`src/rtl/serialized_op_queue_with_done_merge_core_assert.svh`:
```
// Assertion macros for the serialized operation queue core.
// Used by the top level; relies on i_clk and i_rst_n being in scope.
`ifndef SERIALIZED_OP_QUEUE_WITH_DONE_MERGE_CORE_ASSERT_SVH
`define SERIALIZED_OP_QUEUE_WITH_DONE_MERGE_CORE_ASSERT_SVH

// Same-cycle implication, disabled while reset is asserted.
`define SOQ_ASSERT_NOW(label, ante, cons, msg) \
    label: assert property (@(posedge i_clk) disable iff (!i_rst_n) (ante) |-> (cons)) \
        else $error(msg);

// Next-cycle implication, disabled while reset is asserted.
`define SOQ_ASSERT_NEXT(label, ante, cons, msg) \
    label: assert property (@(posedge i_clk) disable iff (!i_rst_n) (ante) |=> (cons)) \
        else $error(msg);

`endif

```
`src/rtl/soq_pkg.sv`:
```
// Shared types, constants and helpers for the serialized operation queue.
// No dependencies; imported by the core module.
package soq_pkg;

    localparam int QUEUE_DEPTH = 16;
    localparam int TAG_BITS    = 16;
    localparam int PTR_W       = $clog2(QUEUE_DEPTH);
    localparam int CNT_W       = $clog2(QUEUE_DEPTH + 1);

    typedef logic [TAG_BITS-1:0] t_tag;
    typedef logic [PTR_W-1:0]    t_ptr;
    typedef logic [CNT_W-1:0]    t_cnt;

    // Input function codes.
    localparam logic [1:0] F_ENQ  = 2'd0;
    localparam logic [1:0] F_MARK = 2'd1;
    localparam logic [1:0] F_DONE = 2'd2;

    // Result kinds.
    localparam logic [1:0] K_ACK    = 2'd0;
    localparam logic [1:0] K_START  = 2'd1;
    localparam logic [1:0] K_NOTICE = 2'd2;

    // Acknowledgement status codes.
    localparam logic [1:0] S_STARTED = 2'd0;
    localparam logic [1:0] S_QUEUED  = 2'd1;
    localparam logic [1:0] S_REFUSED = 2'd2;
    localparam logic [1:0] S_FULL    = 2'd3;

    // One queue entry as held in the entry memory.
    typedef struct packed {
        t_tag op;
        t_tag done;
        logic has_done;
        logic blocks;
    } t_entry;

    // One result transaction.
    typedef struct packed {
        logic [1:0] kind;
        logic [1:0] status;
        t_tag       op;
        t_tag       done;
        logic       last;
    } t_result;

    // Circular pointer increment for any depth.
    function automatic t_ptr ptr_next(t_ptr p);
        return (p == t_ptr'(QUEUE_DEPTH - 1)) ? '0 : p + t_ptr'(1);
    endfunction

endpackage

```
`src/rtl/serialized_op_queue_with_done_merge_core.sv`:
```
// Results leave one per cycle while i_stall is low, through a single output register; one
// emitted as an input is accepted shows on o_valid in the cycle after. Enqueue and block mark
// are handled in ST_IDLE. Op done gives the current notice, if any; then ST_EVAL, while output
// is free, pops a head entry per cycle: merged ones give notices until one is started or none is left.
// Reset (synchronous, active low) clears pointers, count, busy, pending mark and the
// current notice; the entry memory is not cleared and is only read where it was written.
`include "serialized_op_queue_with_done_merge_core_assert.svh"

module serialized_op_queue_with_done_merge_core (
    input  logic               i_clk,
    input  logic               i_rst_n,
    // Input channel.
    input  logic               i_valid,
    output logic               o_stall,
    input  logic [1:0]         i_func,
    input  soq_pkg::t_tag      i_op_tag,
    input  soq_pkg::t_tag      i_done_tag,
    input  logic               i_has_done,
    input  logic               i_no_wait,
    // Output channel.
    output logic               o_valid,
    input  logic               i_stall,
    output logic [1:0]         o_kind,
    output logic [1:0]         o_status,
    output soq_pkg::t_tag      o_op_out,
    output soq_pkg::t_tag      o_done_out,
    output logic               o_last
);
    import soq_pkg::*;

    typedef enum logic {
        ST_IDLE,
        ST_EVAL
    } t_state;

    t_state  r_state, n_state;
    t_ptr    r_head, n_head;
    t_ptr    r_tail, n_tail;
    t_cnt    r_count, n_count;
    logic    r_busy, n_busy;
    logic    r_cur_valid, n_cur_valid;
    t_tag    r_cur_tag, n_cur_tag;
    logic    r_block_pend, n_block_pend;
    logic    r_out_valid, n_out_valid;
    t_result r_out, n_out;

    // Entry memory with a registered read port.
    t_entry  mem [QUEUE_DEPTH];
    t_entry  r_rd;
    logic    wr_en;
    t_entry  wr_data;

    logic    out_free;
    logic    accept;
    logic    em_valid;
    t_result em_res;

    assign out_free = !r_out_valid || !i_stall;
    assign o_stall  = !(r_state == ST_IDLE && out_free);
    assign accept   = i_valid && !o_stall;

    // Sequencer: decode accepted input, then walk the head one entry a cycle unless stalled.
    always_comb begin
        n_state      = r_state;
        n_head       = r_head;
        n_tail       = r_tail;
        n_count      = r_count;
        n_busy       = r_busy;
        n_cur_valid  = r_cur_valid;
        n_cur_tag    = r_cur_tag;
        n_block_pend = r_block_pend;
        wr_en        = 1'b0;
        wr_data      = '0;
        em_valid     = 1'b0;
        em_res       = '0;

        case (r_state)
            ST_IDLE: begin
                if (accept) begin
                    case (i_func)
                        F_ENQ: begin
                            em_valid      = 1'b1;
                            em_res.kind   = K_ACK;
                            em_res.op     = i_op_tag;
                            em_res.last   = 1'b1;
                            if (!r_busy) begin
                                em_res.status = S_STARTED;
                                n_busy        = 1'b1;
                                n_block_pend  = 1'b0;
                                n_cur_valid   = i_has_done;
                                n_cur_tag     = i_has_done ? i_done_tag : '0;
                            end else if (i_no_wait && !i_has_done) begin
                                em_res.status = S_REFUSED;
                            end else if (r_count >= t_cnt'(QUEUE_DEPTH)) begin
                                em_res.status = S_FULL;
                            end else begin
                                em_res.status    = S_QUEUED;
                                wr_en            = 1'b1;
                                wr_data.op       = i_op_tag;
                                wr_data.done     = i_has_done ? i_done_tag : '0;
                                wr_data.has_done = i_has_done;
                                wr_data.blocks   = i_has_done ? r_block_pend : 1'b1;
                                n_tail           = ptr_next(r_tail);
                                n_count          = r_count + t_cnt'(1);
                                n_block_pend     = 1'b0;
                            end
                        end
                        F_MARK: begin
                            n_block_pend = 1'b1;
                        end
                        F_DONE: begin
                            if (r_busy) begin
                                if (r_cur_valid) begin
                                    em_valid    = 1'b1;
                                    em_res.kind = K_NOTICE;
                                    em_res.done = r_cur_tag;
                                    em_res.last = (r_count == '0);
                                end
                                n_cur_valid = 1'b0;
                                n_cur_tag   = '0;
                                if (r_count == '0) begin
                                    n_busy = 1'b0;
                                end else begin
                                    n_state = ST_EVAL;
                                end
                            end
                        end
                        default: begin
                        end
                    endcase
                end
            end
            ST_EVAL: begin
                // r_rd holds the head entry, read in the previous cycle.
                if (out_free) begin
                    n_head  = ptr_next(r_head);
                    n_count = r_count - t_cnt'(1);
                    if (!r_rd.blocks) begin
                        // Merged entry: deliver its notice, never start it.
                        em_valid    = r_rd.has_done;
                        em_res.kind = K_NOTICE;
                        em_res.done = r_rd.done;
                        em_res.last = (r_count == t_cnt'(1));
                        if (r_count == t_cnt'(1)) begin
                            n_busy  = 1'b0;
                            n_state = ST_IDLE;
                        end
                    end else begin
                        em_valid    = 1'b1;
                        em_res.kind = K_START;
                        em_res.op   = r_rd.op;
                        em_res.last = 1'b1;
                        n_cur_valid = r_rd.has_done;
                        n_cur_tag   = r_rd.has_done ? r_rd.done : '0;
                        n_state     = ST_IDLE;
                    end
                end
            end
            default: begin
                n_state = ST_IDLE;
            end
        endcase

        // Output register: drop a taken result, load a new one.
        n_out_valid = r_out_valid && i_stall;
        n_out       = r_out;
        if (em_valid) begin
            n_out_valid = 1'b1;
            n_out       = em_res;
        end
    end

    // Control state and the output register.
    always_ff @(posedge i_clk) begin
        if (!i_rst_n) begin
            r_state      <= ST_IDLE;
            r_head       <= '0;
            r_tail       <= '0;
            r_count      <= '0;
            r_busy       <= 1'b0;
            r_cur_valid  <= 1'b0;
            r_cur_tag    <= '0;
            r_block_pend <= 1'b0;
            r_out_valid  <= 1'b0;
        end else begin
            r_state      <= n_state;
            r_head       <= n_head;
            r_tail       <= n_tail;
            r_count      <= n_count;
            r_busy       <= n_busy;
            r_cur_valid  <= n_cur_valid;
            r_cur_tag    <= n_cur_tag;
            r_block_pend <= n_block_pend;
            r_out_valid  <= n_out_valid;
        end
    end

    always_ff @(posedge i_clk) begin
        r_out <= n_out;
    end

    // Entry memory. The read port follows the next head every cycle, so the head entry is
    // fresh in the cycle after an op done is accepted. Writes happen only at the tail on an
    // enqueue, a separate transaction, so a write never races the read that is used.
    always_ff @(posedge i_clk) begin
        if (wr_en) begin
            mem[r_tail] <= wr_data;
        end
        r_rd <= mem[n_head];
    end

    assign o_valid    = r_out_valid;
    assign o_kind     = r_out.kind;
    assign o_status   = r_out.status;
    assign o_op_out   = r_out.op;
    assign o_done_out = r_out.done;
    assign o_last     = r_out.last;

    // Checks on the sequencer and queue bookkeeping.
    `SOQ_ASSERT_NOW(a_idle_empty, !r_busy, (r_count == '0) && !r_cur_valid, "idle with queue state")
    `SOQ_ASSERT_NOW(a_count_max, 1'b1, r_count <= t_cnt'(QUEUE_DEPTH), "entry count overflow")
    `SOQ_ASSERT_NOW(a_merge_notice, (r_state == ST_EVAL) && out_free && !r_rd.blocks,
                    r_rd.has_done, "merged entry without notice")
    `SOQ_ASSERT_NEXT(a_done_drain, accept && (i_func == F_DONE) && r_busy && (r_count == '0),
                     !r_busy && (r_state == ST_IDLE), "op done on empty queue did not go idle")

endmodule
```
`config.mk`:
```
export PLATFORM = sky130hd
export DESIGN_NAME = serialized_op_queue_with_done_merge_core
export DESIGN_NICKNAME = d
export VERILOG_FILES = /design/src/rtl/soq_pkg.sv /design/src/rtl/serialized_op_queue_with_done_merge_core.sv
export VERILOG_INCLUDE_DIRS = /design/src /design/src/rtl
export SDC_FILE = /design/constraint.sdc
export NUM_CORES = 1
export LEC_CHECK = 0
export ABC_AREA = 1
export BUFFER_PORTS_ARGS = -buffer_cell sky130_fd_sc_hd__buf_2
export CAP_MARGIN = 25
export CORE_MARGIN = 1.5
export CORE_UTILIZATION = 50
export DETAILED_ROUTE_END_ITERATION = 12
export PLACE_DENSITY = 0.69
export SLEW_MARGIN = 20
export SYNTH_ARGS = -nofsm -noshare
export SYNTH_HDL_FRONTEND = slang
export SYNTH_SLANG_ARGS = --single-unit
```
`constraint.sdc`:
```
create_clock -name i_clk -period 9.4 [get_ports i_clk]
set_input_delay 0.94 -clock i_clk [delete_from_list [all_inputs] [get_ports i_clk]]
set_output_delay 0.94 -clock i_clk [all_outputs]
set_load 0.02 [all_outputs]
```
## Word-level counts from Yosys, hierarchy flattened

Memories as Yosys holds them, arrays and structs flattened. A register that Yosys moved wholly into a read port is not among the register bits.
Cells that the tools add are included.

- Register bits: 71
- RAM bits: 544
- Input port bits: 40
- Output and inout port bits: 39
- Word-level logic and storage cells: 153
- Memories kept: 1

Memories:

| memory | words | width | rd ports | clocked after memory_dff | wr ports | RTL line | source |
|---|---|---|---|---|---|---|---|
| mem | 16 | 34 | 1 | 1 | 1 | serialized_op_queue_with_done_merge_core.sv:48 | `t_entry mem [QUEUE_DEPTH];` |

- Add/sub/neg operators: 4
- Order comparisons: 1
- Equal/unequal tests: 19
- Mux-type cells: 88
- Bitwise logic cells: 6
- Reduce and logical (&&, ||, !) cells: 19

Operators with widths:

| operator | count |
|---|---|
| 34-bit two-way mux | 6 |
| 16-bit two-way mux | 10 |
| 33-bit case mux with 2 select lines | 1 |
| 16-bit case mux with 2 select lines | 2 |
| 37-bit two-way mux | 1 |
| 1-bit two-way mux | 35 |
| 17-bit two-way mux | 2 |
| 33-bit two-way mux | 1 |
| 5-bit two-way mux | 6 |
| 18-bit two-way mux | 1 |
| 1-bit case mux with 2 select lines | 9 |
| 6-bit AND reduction | 3 |
| 2-bit two-way mux | 8 |
| 4-bit two-way mux | 4 |
| 3-bit != test (second input constant) | 4 |
| 2-bit != test (second input constant) | 5 |
| 5-bit case mux with 2 select lines | 1 |
| 5-bit AND reduction | 2 |
| 4-bit by 1-bit adder with 4-bit output (second input constant) | 2 |
| 4-bit == test (second input constant) | 2 |
| 2-bit by 1-bit != test with 1-bit output (second input constant) | 4 |
| 1-bit NOT | 6 |
| 5-bit by 1-bit adder with 5-bit output (second input constant) | 1 |
| 5-bit by 1-bit == test with 1-bit output (second input constant) | 1 |
| 14 further kinds | 20 |

## Longest topological paths before layout

Gate-level depths: netlist (run 1).

- Depth in word-level cells: 9
- Mapped depth: 12

## Worst setup path before layout (run 1)

No wires, ideal clock.

- Kind: input to register
- Start: input port i_stall
- End: memory mem[11][0] in the netlist's numbering (enable)
- Setup time: 425 ps
- Arrival time: 3158 ps
- Required time: 8975 ps
- Path slack: 5817 ps
- Stages on the path: 7
- Buffers on the path: 0
- Cells stage by stage: nand2_1 > nand3_1 > inv_2 > nand3_1 > inv_1 > nand3_1 > nor2_1

- Longest elaborated chain between the ends: 8

RTL lines:

| element | RTL line | source |
|---|---|---|
| start, declared | serialized_op_queue_with_done_merge_core.sv:22 | `input logic i_stall,` |
| 1-bit logical NOT | serialized_op_queue_with_done_merge_core.sv:58 | `assign out_free = !r_out_valid \|\| !i_stall;` |
| 1-bit logical OR | serialized_op_queue_with_done_merge_core.sv:58 |  |
| 1-bit logical AND | serialized_op_queue_with_done_merge_core.sv:59 | `assign o_stall = !(r_state == ST_IDLE && out_free);` |
| 1-bit logical AND | serialized_op_queue_with_done_merge_core.sv:60 | `assign accept = i_valid && !o_stall;` |
| 1-bit two-way mux | serialized_op_queue_with_done_merge_core.sv:79 | `if (accept) begin` |
| 1-bit two-way mux | serialized_op_queue_with_done_merge_core.sv:77 | `case (r_state)` |
| 1-bit two-way mux | serialized_op_queue_with_done_merge_core.sv:206 | `if (wr_en) begin` |
| 1-bit two-way mux (not written as such) | serialized_op_queue_with_done_merge_core.sv:207 | `mem[r_tail] <= wr_data;` |
| end, declared | serialized_op_queue_with_done_merge_core.sv:48 |  |

No other way between the ends.

## Final worst setup path (run 1)

- Start: register r_state
- End: register r_rd[31] (netlist name)

- Longest elaborated chain between the ends: 1

RTL lines:

| element | RTL line | source |
|---|---|---|
| start, declared | serialized_op_queue_with_done_merge_core.sv:36 | `t_state r_state, n_state;` |
| start signal, assigned | serialized_op_queue_with_done_merge_core.sv:186 | `r_state <= n_state;` |
| 4-bit two-way mux | serialized_op_queue_with_done_merge_core.sv:77 |  |

No other way between the ends.
A chain may end at the register's enable or synchronous reset.

==> results of run 1 <==
==> report_power, final <==
group | total [mW] | switching, mW | internal (mW)
combinational | 0.0755 | 0.0524 | 0.0231
sequential | 3.12 | 0.00476 | 3.12
clock | 2.59 | 1.09 | 1.50
total | 5.79 | 1.15 | 4.64
==> metal layers <==
metal / up-vias / share of wire / track usage
li1: 9025 / - / -
met1: 9371 / 0.41 / 0.347
met2: 1006 / 0.47 / 0.415
met3: 149 / 0.089 / 0.0359
met4: 0 / 0.026 / 0.0900
met5: - / 0 / 0
==> worst max-delay path: cells and delay by family, from the launching register on <==
family | cells | cell delay, ns
buffers and inverters | 2 | 0.84
AO/OA/AOI/OAI | 1 | 0.27
flip-flops | 1 | 0.69
AND/OR/NAND/NOR | 7 | 2.16
==> how the worst max path moves through the flow <==
stage / startpoint / end / slack, ns
after floorplan: i_stall / mem[11][0] / 5.82
after global placement: i_stall / r_rd[0] / 5.15
after detailed placement: i_stall / r_rd[26] / 5.07
after CTS: r_state / r_rd[26] / 5.17
after global routing: r_state / r_rd[28] / 4.76
final: r_state / r_rd[31] / 5.03
==> cell type report <==
class                      instances  area (µm²)
fill                            4580       23900
sequential                       649       18800
multi-input combinational       1333        6720
inverter                         538        2020
clock buffer                      94        1900
tap                              748         936
timing repair buffer             121         758
clock inverter                    27         238
==> state kept, by name, indices dropped and copies added, names as in the netlist <==
| register | count |
|---|---|
| r_count | 5 |
| o_done_out | 16 |
| r_rd | 34 |
| r_state | 1 |
| o_op_out | 16 |
| o_valid | 1 |
| r_busy | 1 |
| r_cur_valid | 1 |
| o_kind | 2 |
| mem | 544 |
| r_head | 4 |
| r_cur_tag | 16 |
| o_status | 2 |
| o_last | 1 |
| r_tail | 4 |
| r_block_pend | 1 |
==> kinds of logic (layout without fill, tap and decap cells) <==
family / after synthesis / in the layout / share of synthesized area
and+or+nand+nor: 1210 / 1210 / 0.206
buffers and inverters: 691 / 780 / 0.0966
DFF: 649 / 649 / 0.670
adders and majority gates: 8 / 8 / 0.00357
xor gates and xnor gates: 2 / 2 / 0.000892
AOI/OAI and AO/OA: 113 / 113 / 0.0226
==> layout by cell type (no fill, tap or decap), types with 3 or more instances in the layout <==
cell type,count
o21ai_0,44
clkbuf_16,70
nor2_4,16
clkinv_2,9
nand3b_1,102
nand2_1,365
nor3_1,6
inv_2,4
dfxtp_1,68
clkbuf_1,18
ha_1,8
buf_2,78
nand3_1,656
clkbuf_8,6
inv_1,532
nor2_1,50
edfxtp_1,581
clkinv_1,10
bufinv_16,3
buf_4,40
a21oi_1,28
o22ai_1,33
nor2_2,3
==> metrics by stage <==
stage | hold WS [ns] | power, mW | worst slack [ns] | util
after floorplan | 0.430 | 3.22 | 5.82 | -
after global placement | 0.440 | 3.25 | 5.15 | 0.527
after detailed placement | 0.449 | 3.26 | 5.07 | 0.528
after CTS | 0.458 | 5.82 | 5.17 | 0.566
after global routing | 0.482 | 5.94 | 4.76 | 0.567
final | 0.454 | 5.79 | 5.03 | 0.567
==> flow_summary_export.csv, run 1 <==
group,metric,value,unit
clock_network,cts_tree,"yes",
clock_network,cts-root-buf,"clkbuf_16",
global_routing,grt_pass1_vias,18520,
clock_network,cts.sinks,649,
worst_setup_path,path_class,"register to register",
timing,finalSetupViolCount,0,
timing,fin_setup_tns,0,ns
die,die_x,240,µm
synth,synth.most_common_cell,"nand3_1",
layout,final_cells,3510,
drt,viasPerCell,5.57,
job,maxCapViolCount,0,
clock_network,clock_latency,0.61,ns
die,dieArea,0.0575,mm²
worst_setup_path,r2r_cells,10,
worst_setup_path,start_kind,"register",
clock_network,cts_buffers,69,
placed_design,gp_congestion,0.820,
timing,tightest_slew,1.07,ns
clock_network,cts.path.max_buffers,3,
power,leakage,12.8,nW
die,row_count,86,
placed_design,dp.final_hpwl,37000,µm
timing,period_minus_slack,4.37,ns
synth,ys_types,31,
min_path,min_from,"r_cur_tag[0]",
synth,ys.flop_type,"edfxtp_1",
die,boundaryPins,79,
synth,syn_nets,2721,
min_path,hold_path_depth,2,
worst_setup_path,required,9.89,ns
clock_network,h-tree-depth,3,
drt,route.antenna.remaining_nets,0,
worst_setup_path,critPathCaptureType,"register",
synth,ys_warn_count,0,
synth,yosysTopAreaCell,"edfxtp_1",
drt,vias,19551,
power,ir_drop,0.116,mV
global_routing,grt-ovfl-total,0,
drt,first_pass_iters,8,
synth,synth_edf_count,581,
synth,synthTopCellsByArea,"edfxtp_1, nand3_1, inv_1, nand2_1, dfxtp_1",
timing,grt_setup_unrepaired,"no",
drt,drc,0,
layout,area_growth,11.9,%
clock_network,cts_resized,0,
synth,synthCells,2673,
die,core_area,0.0553,mm²
timing,slew_violations,0,
power,p_per_area,184,mW/mm²
synth,synth-async-reset-ratio,0,
die,initial_core_util,0.507,
worst_setup_path,rr_endpoint,"r_rd[31]",
worst_setup_path,crit_path_top_delay_cell,"nand2_4",
global_routing,grt_use_total,0.253,
synth,syn_area_per_cell,10.5,µm²
outcome,status,"finished clean",
timing,slew_headroom,0.284,
synth,syn-cell-area,0.0281,mm²
worst_setup_path,worstReg2RegStart,"r_state",
timing,timing.final.crit_share,0.465,
worst_setup_path,path_cells,"inv_2 > a21oi_4 > nand3_4 > nand2_4 > buf_12 > nand2_1 > nand3_1 > nand3_1 > nand3_1 > nand2_1",
timing,fin_skew,0.0243,ns
clock_network,ctsHoldBuffers,0,
layout,drive_above_1_share,0.0902,
synth,synth.top_cell.area_share,0.622,
drt,drt_iter0_markers,2189,
die,die_h,240,µm
drt,wl,72200,µm
synth,ys_ff_latch,649,
synth,ys_top_cells_by_count,"nand3_1, edfxtp_1, inv_1",
timing,fmax,229,MHz
worst_setup_path,critPathArrivalTime,4.86,ns
synth,ys_seq_area_frac,0.670,
placed_design,io_buffer_count,78,
clock_network,cts.clk_slew.worst_paths,0.06,ns
drt,wire_per_inst,20.6,µm
clock_network,post-cts-setup-buffer-count,0,
layout,diodes,0,
placed_design,placed_cell_area,0.0292,mm²
worst_setup_path,rrSetupSlack,5.03,ns
timing,hold_viol_final,0,
worst_setup_path,path_max_fanout,174,
layout,finalNetCount,2760,
worst_setup_path,crit_top_cell,"nand3_1",
min_path,holdPathEnd,"r_cur_tag[0]",
global_routing,grt_pass1_wl,109000,µm
worst_setup_path,cpPeakStageDelay,0.91,ns
min_path,hp-class,"register to register",
layout,design_area,0.0314,mm²
global_routing,grt_antenna_before_repair,0,
global_routing,grt_max_degree,175,
placed_design,dp.cells,3385,
Power figures use the tool's default switching activity.
==> inputs of run 2 (changes only) <==
--- a/config.mk
+++ b/config.mk
@@ -12,7 +12,7 @@
 export CORE_MARGIN = 1.5
 export CORE_UTILIZATION = 50
 export DETAILED_ROUTE_END_ITERATION = 12
-export PLACE_DENSITY = 0.69
+export PLACE_DENSITY = 0.72
 export SLEW_MARGIN = 20
 export SYNTH_ARGS = -nofsm -noshare
 export SYNTH_HDL_FRONTEND = slang
==> constraint.sdc (replaced) <==
create_clock -name i_clk -period 3.9 [get_ports i_clk]
set_input_delay 0.39 -clock i_clk [delete_from_list [all_inputs] [get_ports i_clk]]
set_output_delay 0.39 -clock i_clk [all_outputs]
set_load 0.02 [all_outputs]
==> run 2 against run 1 <==
Final area is 1.0% higher. Cell count up 0.26%. Global-route usage up 0.13 points. Clock skew rose by 0.0083 ns. Register-to-register slack got worse by 4.2 ns. Count of clock-buffer cells in the layout increased by 1. Via count up 1.3%. Worst setup slack got worse by 4.2 ns. Clock power grew to 2.5 times the previous value. Critical path type unchanged. Critical endpoint is now mem[7][6]. Largest power group unchanged.
==> flow_summary_export.csv, run 2 (same netlist as run 1, synthesis figures left out) <==
group,metric,value,unit
outcome,status,"finished clean",
clock_network,cts.path.max_buffers,3,
drt,wire_per_inst,20.5,µm
power,finalPower,14.2,mW
global_routing,grt_pass1_vias,19031,
layout,final_common_cell,"nand3_1",
placed_design,gp_congestion,0.813,
die,row_count,86,
die,dieArea,0.0575,mm²
global_routing,grt_pass1_wl,110000,µm
die,boundaryPins,79,
timing,finalSetupViolCount,0,
worst_setup_path,critPathArrivalTime,3.35,ns
worst_setup_path,crit_top_cell,"inv_2",
worst_setup_path,crit_buf_inv,3,
timing,grt_setup_unrepaired,"no",
layout,area_growth,13.0,%
placed_design,placed_cell_area,0.0294,mm²
drt,viasPerCell,5.63,
worst_setup_path,path_cells,"inv_2 > nand3_1 > inv_2 > nand2_1 > nor3_1 > inv_1 > nor2_1",
worst_setup_path,required,4.16,ns
die,die_x,240,µm
drt,first_pass_iters,8,
layout,design_area,0.0317,mm²
clock_network,cts_resized,0,
layout,diodes,0,
placed_design,io_buffer_count,78,
layout,final_util,0.573,
clock_network,cts_tree,"yes",
timing,fin_skew,0.0327,ns
timing,fin_setup_tns,0,ns
timing,period_minus_slack,3.09,ns
min_path,hp-class,"input pin to register",
layout,regMostFlops,"mem",
timing,fin_ws,0.812,ns
global_routing,grt_use_total,0.255,
power,leakage,13.1,nW
layout,largest_register_ff_count,544,
timing,slew_headroom,0.209,
timing,slew_violations,0,
timing,fmax,324,MHz
global_routing,grt_max_degree,239,
global_routing,grt_antenna_before_repair,0,
die,initial_core_util,0.507,
drt,drc,0,
power,p_per_area,448,mW/mm²
worst_setup_path,cpPeakStageDelay,0.90,ns
placed_design,dpl_worst_slack,0.883,ns
layout,most-common-layout-cells,"nand3_1, edfxtp_1, inv_1",
timing,hold_viol_final,0,
drt,route.antenna.remaining_nets,0,
drt,drt_iter0_markers,2539,
die,die_h,240,µm
worst_setup_path,crit_path_top_delay_cell,"nor2_1",
clock_network,clock_latency,0.61,ns
layout,drive_above_1_share,0.0946,
power,ir_drop,0.334,mV
drt,vias,19811,
layout,fillers,4472,
job,maxCapViolCount,0,
timing,timing.final.crit_share,0.792,
clock_network,cts.clk_slew.worst_paths,0.05,ns
clock_network,ctsHoldBuffers,0,
die,core_area,0.0553,mm²
clock_network,post-cts-setup-buffer-count,0,
placed_design,dp.final_hpwl,37500,µm
clock_network,cts-root-buf,"clkbuf_16",
worst_setup_path,path_max_fanout,16,
worst_setup_path,start_kind,"register",
timing,tightest_slew,1.19,ns
layout,largest_registers,"mem: 544 flops, r_rd: 34 flops",
clock_network,h-tree-depth,3,
clock_network,cts.sinks,649,
global_routing,grt-ovfl-total,0,
worst_setup_path,critPathCaptureType,"register",
drt,wl,72300,µm
clock_network,cts_buffers,69,
worst_setup_path,path_class,"register to register",
layout,finalNetCount,2767,
worst_setup_path,crit_family,"simple AND/OR/NAND/NOR gates",
-- run 2: changes by cell type in the layout (fill, tap and decap cells not counted), sizes merged --
cell | before | now
buf | 121 | 128
inv | 540 | 538
clkinv | 20 | 19
clkinvlp | 2 | 4
bufinv | 3 | 5
clkbuf | 94 | 95
-- run 2: worst register-to-register path, delay by kind of cell, from the launching register on --
family                 cells  cell delay [ns]
buffers and inverters      3             0.81
flip-flops                 1             0.47
AND/OR/NAND/NOR            4             1.45
-- run 2: per-layer routing --
layer  up-vias  share of wire  global-route usage
met5         -              0                   0
met4         0          0.027              0.0844
met3       149           0.10              0.0503
met2      1084           0.48               0.417
met1      9549           0.40               0.342
li1       9029              -                   -
-- run 2: final timing paths --
check                 from             to  slack, ns  cells past startpoint
max                r_state      mem[7][6]       0.81                      7
min              i_func[0]         r_busy       0.16                      4
max reg2reg        r_state      mem[7][6]       0.81                      7
min reg2reg  r_cur_tag[12]  r_cur_tag[12]       0.45                      2
-- run 2: final cells by class --
type                    instances  area [µm²]  share of cell area
clock buffers                  95        1960              0.0617
well taps                     748         936              0.0295
clock inverters                28         277             0.00872
multi-input cells            1333        6710               0.212
inverters                     538        2020              0.0638
repair buffers                128         986              0.0311
flip-flops and latches        649       18800               0.593
-- run 2: power breakdown --
part | internal (mW) | leakage [nW] | switching (mW) | total [mW]
combinational | 0.0554 | 6.00 | 0.126 | 0.181
sequential | 7.51 | 6.02 | 0.0124 | 7.52
clock | 3.84 | 1.09 | 2.66 | 6.50
-- run 2: through the flow --
step | hold slack (ns) | instances
CTS | 0.134 | 3513
detailed placement | 0.447 | 3390
floorplan | 0.430 | 2673
global placement | 0.440 | 3390
finish | 0.157 | 3519
global route | 0.175 | 3519
